File: config.mk
export PLATFORM = sky130hd
export DESIGN_NAME = iqws_ctrl
export DESIGN_NICKNAME = d
export VERILOG_FILES = /design/src/design/iqws_pkg.sv /design/src/design/iqws_ctrl.sv
export SDC_FILE = /design/constraint.sdc
export NUM_CORES = 1
export LEC_CHECK = 0
export CORE_MARGIN = 4
export CORE_UTILIZATION = 30
export DETAILED_ROUTE_END_ITERATION = 10
export DONT_BUFFER_PORTS = 1
export SYNTH_ARGS = -nofsm -noshare
export SYNTH_HDL_FRONTEND = slang
export SYNTH_SLANG_ARGS = --single-unit
File: constraint.sdc
create_clock -name i_clk -period 4.3 [get_ports i_clk]
set_clock_uncertainty 0.1 [all_clocks]
set_input_delay 0.86 -clock i_clk [delete_from_list [all_inputs] [get_ports i_clk]]
set_output_delay 0.86 -clock i_clk [all_outputs]
set_load 0.005 [all_outputs]
File: src/design/iqws_pkg.sv
package iqws_pkg;
    localparam int QUEUE_DEPTH_DEF = 32;
    localparam int TAG_BITS_DEF    = 6;
    localparam int DATA_BITS_DEF   = 64;
    localparam int MAX_ISSUE       = 4;

    typedef enum logic [1:0] {
        OP_ENQ   = 2'd0,
        OP_WAKE  = 2'd1,
        OP_ISSUE = 2'd2,
        OP_NONE  = 2'd3
    } t_opcode;

    typedef enum logic [1:0] {
        ST_ISSUED  = 2'd0,
        ST_ENQ_OK  = 2'd1,
        ST_FULL    = 2'd2,
        ST_NOREADY = 2'd3
    } t_status;

    // Commands from the controller to the datapath.
    typedef struct packed {
        logic capture;
        logic do_enq;
        logic do_wake;
        logic do_scan;
        logic do_remove;
        logic load_none;
        logic load_enq;
        logic load_full;
        logic set_last;
    } t_cmd;

    // Status from the datapath to the controller.
    typedef struct packed {
        t_opcode op;
        logic    full;
        logic    found;
        logic    scan_end;
    } t_stat;
endpackage

File: src/design/iqws_ctrl.sv
module iqws_ctrl (
    input  logic           i_clk,
    input  logic           i_rst_n,
    input  logic           i_in_valid,
    output logic           o_in_ready,
    output logic           o_out_valid,
    input  logic           i_out_ready,
    input  logic [2:0]     i_width,
    input  iqws_pkg::t_stat i_stat,
    output iqws_pkg::t_cmd  o_cmd
);
    import iqws_pkg::*;

    typedef enum logic [4:0] {
        S_IDLE = 5'b00001,
        S_DEC  = 5'b00010,
        S_SCAN = 5'b00100,
        S_OUT  = 5'b01000,
        S_WAIT = 5'b10000
    } t_state;

    t_state     r_state, n_state;
    logic [2:0] r_cnt, n_cnt;
    logic [2:0] w_lim;
    logic       r_more, n_more;

    assign w_lim = (i_width == 3'd0) ? 3'd1 : ((i_width > 3'd4) ? 3'd4 : i_width);
    assign o_in_ready  = (r_state == S_IDLE);
    assign o_out_valid = (r_state == S_OUT);

    // Sequencer: decode, scan for ready entries, present each result.
    always_comb begin
        n_state = r_state;
        n_cnt   = r_cnt;
        n_more  = r_more;
        o_cmd   = '0;
        case (r_state)
            S_IDLE: begin
                if (i_in_valid) begin
                    o_cmd.capture = 1'b1;
                    n_state = S_DEC;
                end
            end
            S_DEC: begin
                n_cnt = 3'd0;
                case (i_stat.op)
                    OP_ENQ: begin
                        if (i_stat.full) o_cmd.load_full = 1'b1;
                        else o_cmd.load_enq = 1'b1;
                        o_cmd.do_enq = ~i_stat.full;
                        o_cmd.set_last = 1'b1;
                        n_more = 1'b0;
                        n_state = S_OUT;
                    end
                    OP_WAKE: begin
                        o_cmd.do_wake = 1'b1;
                        n_state = S_IDLE;
                    end
                    OP_ISSUE: begin
                        o_cmd.do_scan = 1'b1;
                        n_state = S_SCAN;
                    end
                    default: n_state = S_IDLE;
                endcase
            end
            S_SCAN: begin
                // Scan result registered in the datapath is now valid.
                if (i_stat.found) begin
                    o_cmd.do_remove = 1'b1;
                    n_cnt = r_cnt + 3'd1;
                    if ((r_cnt + 3'd1) < w_lim) begin
                        n_more = 1'b1;
                        n_state = S_WAIT;
                    end else begin
                        o_cmd.set_last = 1'b1;
                        n_more = 1'b0;
                        n_state = S_OUT;
                    end
                end else if (r_cnt == 3'd0) begin
                    o_cmd.load_none = 1'b1;
                    o_cmd.set_last = 1'b1;
                    n_more = 1'b0;
                    n_state = S_OUT;
                end else begin
                    n_state = S_IDLE;
                end
            end
            S_WAIT: begin
                // Look ahead in the compacted queue; if nothing more is found,
                // the held result is marked last before it is offered.
                o_cmd.do_scan = 1'b1;
                n_state = S_OUT;
            end
            S_OUT: begin
                if (i_out_ready) begin
                    if (r_more && i_stat.found) begin
                        n_state = S_SCAN;
                    end else begin
                        n_state = S_IDLE;
                    end
                end
            end
            default: n_state = S_IDLE;
        endcase
    end

    always_ff @(posedge i_clk) begin
        if (!i_rst_n) begin
            r_state <= S_IDLE;
            r_cnt   <= 3'd0;
            r_more  <= 1'b0;
        end else begin
            r_state <= n_state;
            r_cnt   <= n_cnt;
            r_more  <= n_more;
        end
    end
endmodule

==> results.sh, run 1 <==
export IMPL_synthCells=88
export IMPL_die_area_um2=3060
export IMPL_mostFrequentLayoutCells="9 x inv_1, 9 x dfxtp_1, 7 x nor2_1"
export IMPL_cts_tree="built"
export IMPL_crit_chain="inv_1, ha_1, ha_1, o31a_1, o21ai_0, a31oi_1, or2_2"
export IMPL_cts_buffers=3
export IMPL_hold_buffers=0
export IMPL_hold_path_class="reg2reg"
export IMPL_ys_types=35
export IMPL_leakagePower_nw=0.311
export IMPL_powerDensity_nw_per_um2=232
export IMPL_rrSetupSlack_ns=2.22
export IMPL_worst_path_max_delay_cell="dfxtp_1"
export IMPL_min_period_ns=3.11
export IMPL_antennaDiodeCount=0
export IMPL_clock_root_buffer="clkbuf_4"
export IMPL_end_kind="output pin"
export IMPL_synth_top_family_by_area="simple AND/OR/NAND/NOR gates"
export IMPL_setup_viol=0
export IMPL_rsz0062_at_grt="false"
export IMPL_drc=0
export IMPL_regToRegStartpoint="r_cnt[0]"
export IMPL_worstSetupStartpointType="flip-flop"
export IMPL_area_delta_synth_final_pct=4.85
export IMPL_peakVddDrop_uv=161
export IMPL_grt_max_degree=11
export IMPL_r2r_end="r_state[3]"
export IMPL_grt_ovfl_total=0
export IMPL_postRouteAntennaNets=0
export IMPL_hold_depth=2
export IMPL_grt_pass1_wl_um=2440
export IMPL_cts_setup_buffers=0
export IMPL_syn_area_per_cell_um2=7.62
export IMPL_crit_path_max_fanout=3
export IMPL_tightest_slew_ns=0.444
export IMPL_holdPathEnd="r_more"
export IMPL_fmax_mhz=322
export IMPL_portBuffers=0
export IMPL_synth_xor_area_frac=0.0261
export IMPL_htree_levels=1
export IMPL_min_from="r_more"
export IMPL_clk_pin_slew_ns=0.06
export IMPL_drive_gt1_frac=0.0568
export IMPL_cts_sinks=9
export IMPL_cpLargestDelayFamily="adder cells"
export IMPL_hold_viol_final=0
export IMPL_syn_num_nets=104
export IMPL_row_count=16
export IMPL_synthDominantCellAreaShare=0.269
export IMPL_wl_per_cell_um=12.6
export IMPL_yosysWarnings=0
export IMPL_finalCritPeriodShare=0.723
export IMPL_status="finished clean"
export IMPL_core_region_area_um2=2040
export IMPL_critPathKind="reg2out"
export IMPL_synth_simple_gate_area_frac=0.313
export IMPL_initial_core_util=0.328
export IMPL_synthAdderAreaFrac=0.0746
export IMPL_yosysSeqAreaShare=0.269
export IMPL_ioPinCount=23
export IMPL_cpMostUsedCell="ha_1"
export IMPL_gp_congestion=0.699
export IMPL_antenna_found_initial=0
export IMPL_ys_ff_latch=9
export IMPL_grt_usage=0.0963
export IMPL_fp_dieH_um=55.3
export IMPL_worst_slack_ns=1.19
export IMPL_slew_violations=0
export IMPL_drtIter0Drc=9
export IMPL_fin_nets=105
export IMPL_cp_slowest_stage_delay_ns=0.37
export IMPL_relSlewSlack=0.703
export IMPL_routed_via_density=5.38
export IMPL_synth_compound_area_frac=0.174
export IMPL_netlist_area_um2=671
export IMPL_clk_latency_ns=0.26
export IMPL_synth_area_leaders="dfxtp_1 27%, ha_1 7.5%, inv_1 5.0%"
export IMPL_yosys_area_top_type="dfxtp_1"
export IMPL_required_ns=3.34
export IMPL_cp_arrival_ns=2.15
export IMPL_vias=619
export IMPL_die_x_um=55.3
export IMPL_fillers=241
export IMPL_grt_pass1_vias=568
export IMPL_place_ws_ns=1.26
export IMPL_setup_tns_ns=0
export IMPL_max_cap_violations=0
export IMPL_r2r_cells=7
export IMPL_dr_pass1_iters=4
export IMPL_worstPathBufferInverterCount=1
export IMPL_synthMuxAreaShare=0.0522
export IMPL_dp_hpwl_um=1210
export IMPL_ctsResizeCount=0
export IMPL_clk_path_buf_depth=2
export IMPL_routed_wl_um=1450
export IMPL_hold_worst_slack_ns=0.368
flip-flops by register name, indices dropped and copies added (netlist names):
name / flops
r_more: 1
r_state: 5
r_cnt: 3
cells in the mapped netlist:
library cell  instances
buf_2                 1
nor3_1                2
and4_1                1
nor4_1                2
inv_1                 9
o21ai_0               5
nand2_1               6
and3_1                4
o22ai_1               1
xor2_1                2
mux2i_1               2
nand3_1               2
buf_6                 1
o221ai_1              1
buf_4                 1
and2_1                1
a31oi_1               1
nor2b_1               4
a21oi_1               6
mux2_4                1
nor3b_1               1
and3b_1               1
or2_2                 1
ha_1                  4
nand4_1               1
nor2_1                7
or3b_1                1
o31a_1                2
or3_1                 2
or4_1                 1
dfxtp_1               9
o211ai_1              1
nand2b_1              1
a22oi_1               2
clkbuf_1              1
final cells by class:
type                       count  area, um2  area share
multi-input combinational     66        429       0.610
tap                           27       33.8      0.0480
inverter                       9       33.8      0.0480
sequential                     9        180       0.256
clock buffer                   4       26.3      0.0374
worst max-delay path by stage:
| stage | start | to | slack [ns] | depth (start not counted) |
|---|---|---|---|---|
| final | r_cnt[0] | o_cmd[0] | 1.19 | 7 |
| after global routing | r_cnt[0] | o_cmd[0] | 1.02 | 7 |
| after CTS | r_cnt[0] | o_cmd[0] | 1.17 | 7 |
| after detailed placement | i_width[2] | o_cmd[0] | 1.26 | 7 |
| after global placement | i_width[2] | o_cmd[0] | 1.29 | 7 |
| after floorplan | i_width[2] | o_cmd[0] | 1.41 | 7 |
power by group:
group | internal, mW | leakage (nW) | switching [mW]
logic | 0.00564 | 0.223 | 0.00726
registers | 0.0849 | 0.0729 | 0.00222
clock network | 0.0356 | 0.0150 | 0.0278
total | 0.126 | 0.311 | 0.0373
cell families after synthesis:
logic type | after synthesis
muxes | 3
and+or+nand+nor | 38
AOI/OAI and AO/OA | 19
DFF | 9
buffers and inverters | 13
adders and majority gates | 4
xor gates and xnor gates | 2
through the flow:
| step | instance area (um2) | total power, mW | std cells | util |
|---|---|---|---|---|
| after detailed placement | 677 | 0.102 | 111 | 0.331 |
| after CTS | 703 | 0.167 | 115 | 0.344 |
| after global routing | 703 | 0.173 | 115 | 0.344 |
| final | 703 | 0.163 | 115 | 0.344 |
| after floorplan | 671 | 0.100 | 88 | - |
| after global placement | 677 | 0.101 | 111 | 0.331 |
layer usage:
| metal | vias to the layer above | part of all wire | GRT usage | wire (um) |
|---|---|---|---|---|
| met5 | - | 0 | 0 | 0 |
| met4 | 0 | 0 | 0.0104 | 0 |
| met3 | 0 | 0.099 | 0.0629 | 144 |
| met2 | 18 | 0.46 | 0.152 | 669 |
| met1 | 291 | 0.44 | 0.113 | 640 |
| li1 | 310 | - | - | - |
worst register-to-register path, cell delays in order, from the launching register on:
cell and delay (ns):
dfxtp_1 0.37, inv_1 0.08, ha_1 0.31, ha_1 0.29, o31a_1 0.10, o21ai_0 0.27, a31oi_1 0.17, o31a_1 0.29
(Power assumes the default switching activity.)
==> run 2: changes to the inputs <==
Clock period 4.3 ns to 2.75 ns, I/O delays scaled along.
==> run 2 against run 1 <==
Effect of this change: clock power up 62%; global-route usage up 1.0 points; sequential power is 56% higher; critical path type unchanged; routed wire length up 7.5%; utilization increased by 0.74 points; combinational power grew 67%; register-to-register slack lost 1.6 ns; count of clock-buffer cells in the layout stayed put.
==> results.sh, run 2 (synthesis results as in run 1) <==
export IMPL_max_cap_violations=0
export IMPL_cts_setup_buffers=0
export IMPL_ioPinCount=23
export IMPL_routed_wl_um=1560
export IMPL_vias=629
export IMPL_top_regs="r_state x5, r_cnt x3, r_more x1"
export IMPL_status="finished clean"
export IMPL_grt_pass1_wl_um=2650
export IMPL_clk_latency_ns=0.26
export IMPL_hold_worst_slack_ns=0.297
export IMPL_clk_pin_slew_ns=0.06
export IMPL_initial_core_util=0.328
export IMPL_cpLargestDelayFamily="simple AND/OR/NAND/NOR gates"
export IMPL_row_count=16
export IMPL_drive_gt1_frac=0.101
export IMPL_cts_tree="built"
export IMPL_peakVddDrop_uv=210
export IMPL_wl_per_cell_um=13.5
export IMPL_worstSetupPathDepth=4
export IMPL_hold_depth=1
export IMPL_hold_path_class="in2reg"
export IMPL_powerDensity_nw_per_um2=363
export IMPL_grt_max_degree=11
export IMPL_cp_arrival_ns=2.00
export IMPL_area_delta_synth_final_pct=7.09
export IMPL_antenna_found_initial=0
export IMPL_dp_hpwl_um=1270
export IMPL_tightest_slew_ns=0.424
export IMPL_regToRegStartpoint="r_state[2]"
export IMPL_min_period_ns=2.65
export IMPL_fmax_mhz=377
export IMPL_worstPathBufferInverterCount=0
export IMPL_crit_path_max_fanout=8
export IMPL_slew_violations=0
export IMPL_dpl_cell_count=112
export IMPL_drc=0
export IMPL_dr_pass1_iters=4
export IMPL_r2r_end="r_cnt[1]"
export IMPL_portBuffers=0
export IMPL_worst_path_max_delay_cell="or3b_1"
export IMPL_power_mw=0.261
export IMPL_final_common_cell="inv_1"
export IMPL_min_from="i_rst_n"
export IMPL_finalCritPeriodShare=0.964
export IMPL_die_x_um=55.3
export IMPL_htree_levels=1
export IMPL_largest_reg_flops=5
export IMPL_relSlewSlack=0.717
export IMPL_required_ns=2.10
export IMPL_hold_viol_final=0
export IMPL_mostFrequentLayoutCells="9 x inv_1, 8 x dfxtp_1, 6 x nand2_1, 6 x nor2_1, 6 x a21oi_1"
export IMPL_clock_root_buffer="clkbuf_4"
export IMPL_r2r_cells=6
export IMPL_final_cells=116
export IMPL_crit_chain="or3_1, or3b_1, or3_1, nor2_2"
export IMPL_leakagePower_nw=0.316
export IMPL_die_area_um2=3060
export IMPL_postRouteAntennaNets=0
export IMPL_utilization=0.352
export IMPL_setup_viol=0
export IMPL_rrSetupSlack_ns=0.66
export IMPL_grt_pass1_vias=599
export IMPL_end_kind="output pin"
export IMPL_cts_sinks=9
export IMPL_antennaDiodeCount=0
export IMPL_grt_ovfl_total=0
export IMPL_holdPathEnd="r_state[0]"
export IMPL_fin_nets=106
export IMPL_core_region_area_um2=2040
export IMPL_grt_usage=0.107
export IMPL_fp_dieH_um=55.3
export IMPL_critPathKind="reg2out"
export IMPL_cp_slowest_stage_delay_ns=0.45
export IMPL_gp_congestion=0.700
export IMPL_cpMostUsedCell="or3_1"
export IMPL_cts_buffers=3
export IMPL_worstSetupStartpointType="flip-flop"
export IMPL_routed_via_density=5.42
export IMPL_drtIter0Drc=15
export IMPL_clk_path_buf_depth=2
export IMPL_rsz0062_at_grt="true"
export IMPL_largest_register="r_state"
[run 2: cell count changes in the layout (fill, tap and decap cells not counted), sizes merged]
cell | before | now
buf | 0 | 1
[run 2: metal layers]
metal | track usage | up-vias | wire length [um]
met4 | 0.0417 | 0 | 24
met3 | 0.0583 | 4 | 134
met1 | 0.121 | 296 | 672
met2 | 0.167 | 16 | 731
li1 | - | 313 | -
met5 | 0 | - | 0
[run 2: worst max-delay path by stage]
stage	slack, ns	start	end
2_1_floorplan	0.27	r_state[4]	o_cmd[7]
3_3_place_gp	0.25	r_cnt[0]	o_cmd[0]
3_5_place_dp	0.20	r_cnt[0]	o_cmd[0]
4_1_cts	0.04	r_cnt[0]	o_cmd[0]
5_1_grt	-0.003	r_cnt[0]	o_cmd[0]
6_report	0.1	r_state[2]	o_cmd[7]
[run 2: stage by stage]
stage | instance area (um2) | TNS (ns) | setup slack, ns
3_3_place_gp | 684 | 0 | 0.249
2_1_floorplan | 671 | 0 | 0.273
3_5_place_dp | 684 | 0 | 0.204
5_1_grt | 718 | -0.00345 | -0.00345
6_report | 718 | 0 | 0.0993
4_1_cts | 714 | 0 | 0.0430
[run 2: area by class of cell]
type,count,area (um2)
flip-flops and latches,9,181
inverters,9,33.8
multi-input cells,66,435
well taps,27,33.8
clock buffers,4,26.3
repair buffers,1,7.51
fillers,239,1320
[run 2: where the power goes]
group | internal (mW) | total [mW] | switching (mW)
clock network | 0.0560 | 0.103 | 0.0472
logic | 0.00975 | 0.0215 | 0.0117
registers | 0.133 | 0.136 | 0.00340
total | 0.198 | 0.261 | 0.0623
[run 2: what timing repair did]
item                       4_1_cts  5_1_grt
setup endpoints to repair        1        3
hold buffers                     0        0
pin swaps                        0        0
gates cloned                     0        0
resized for setup                2        2
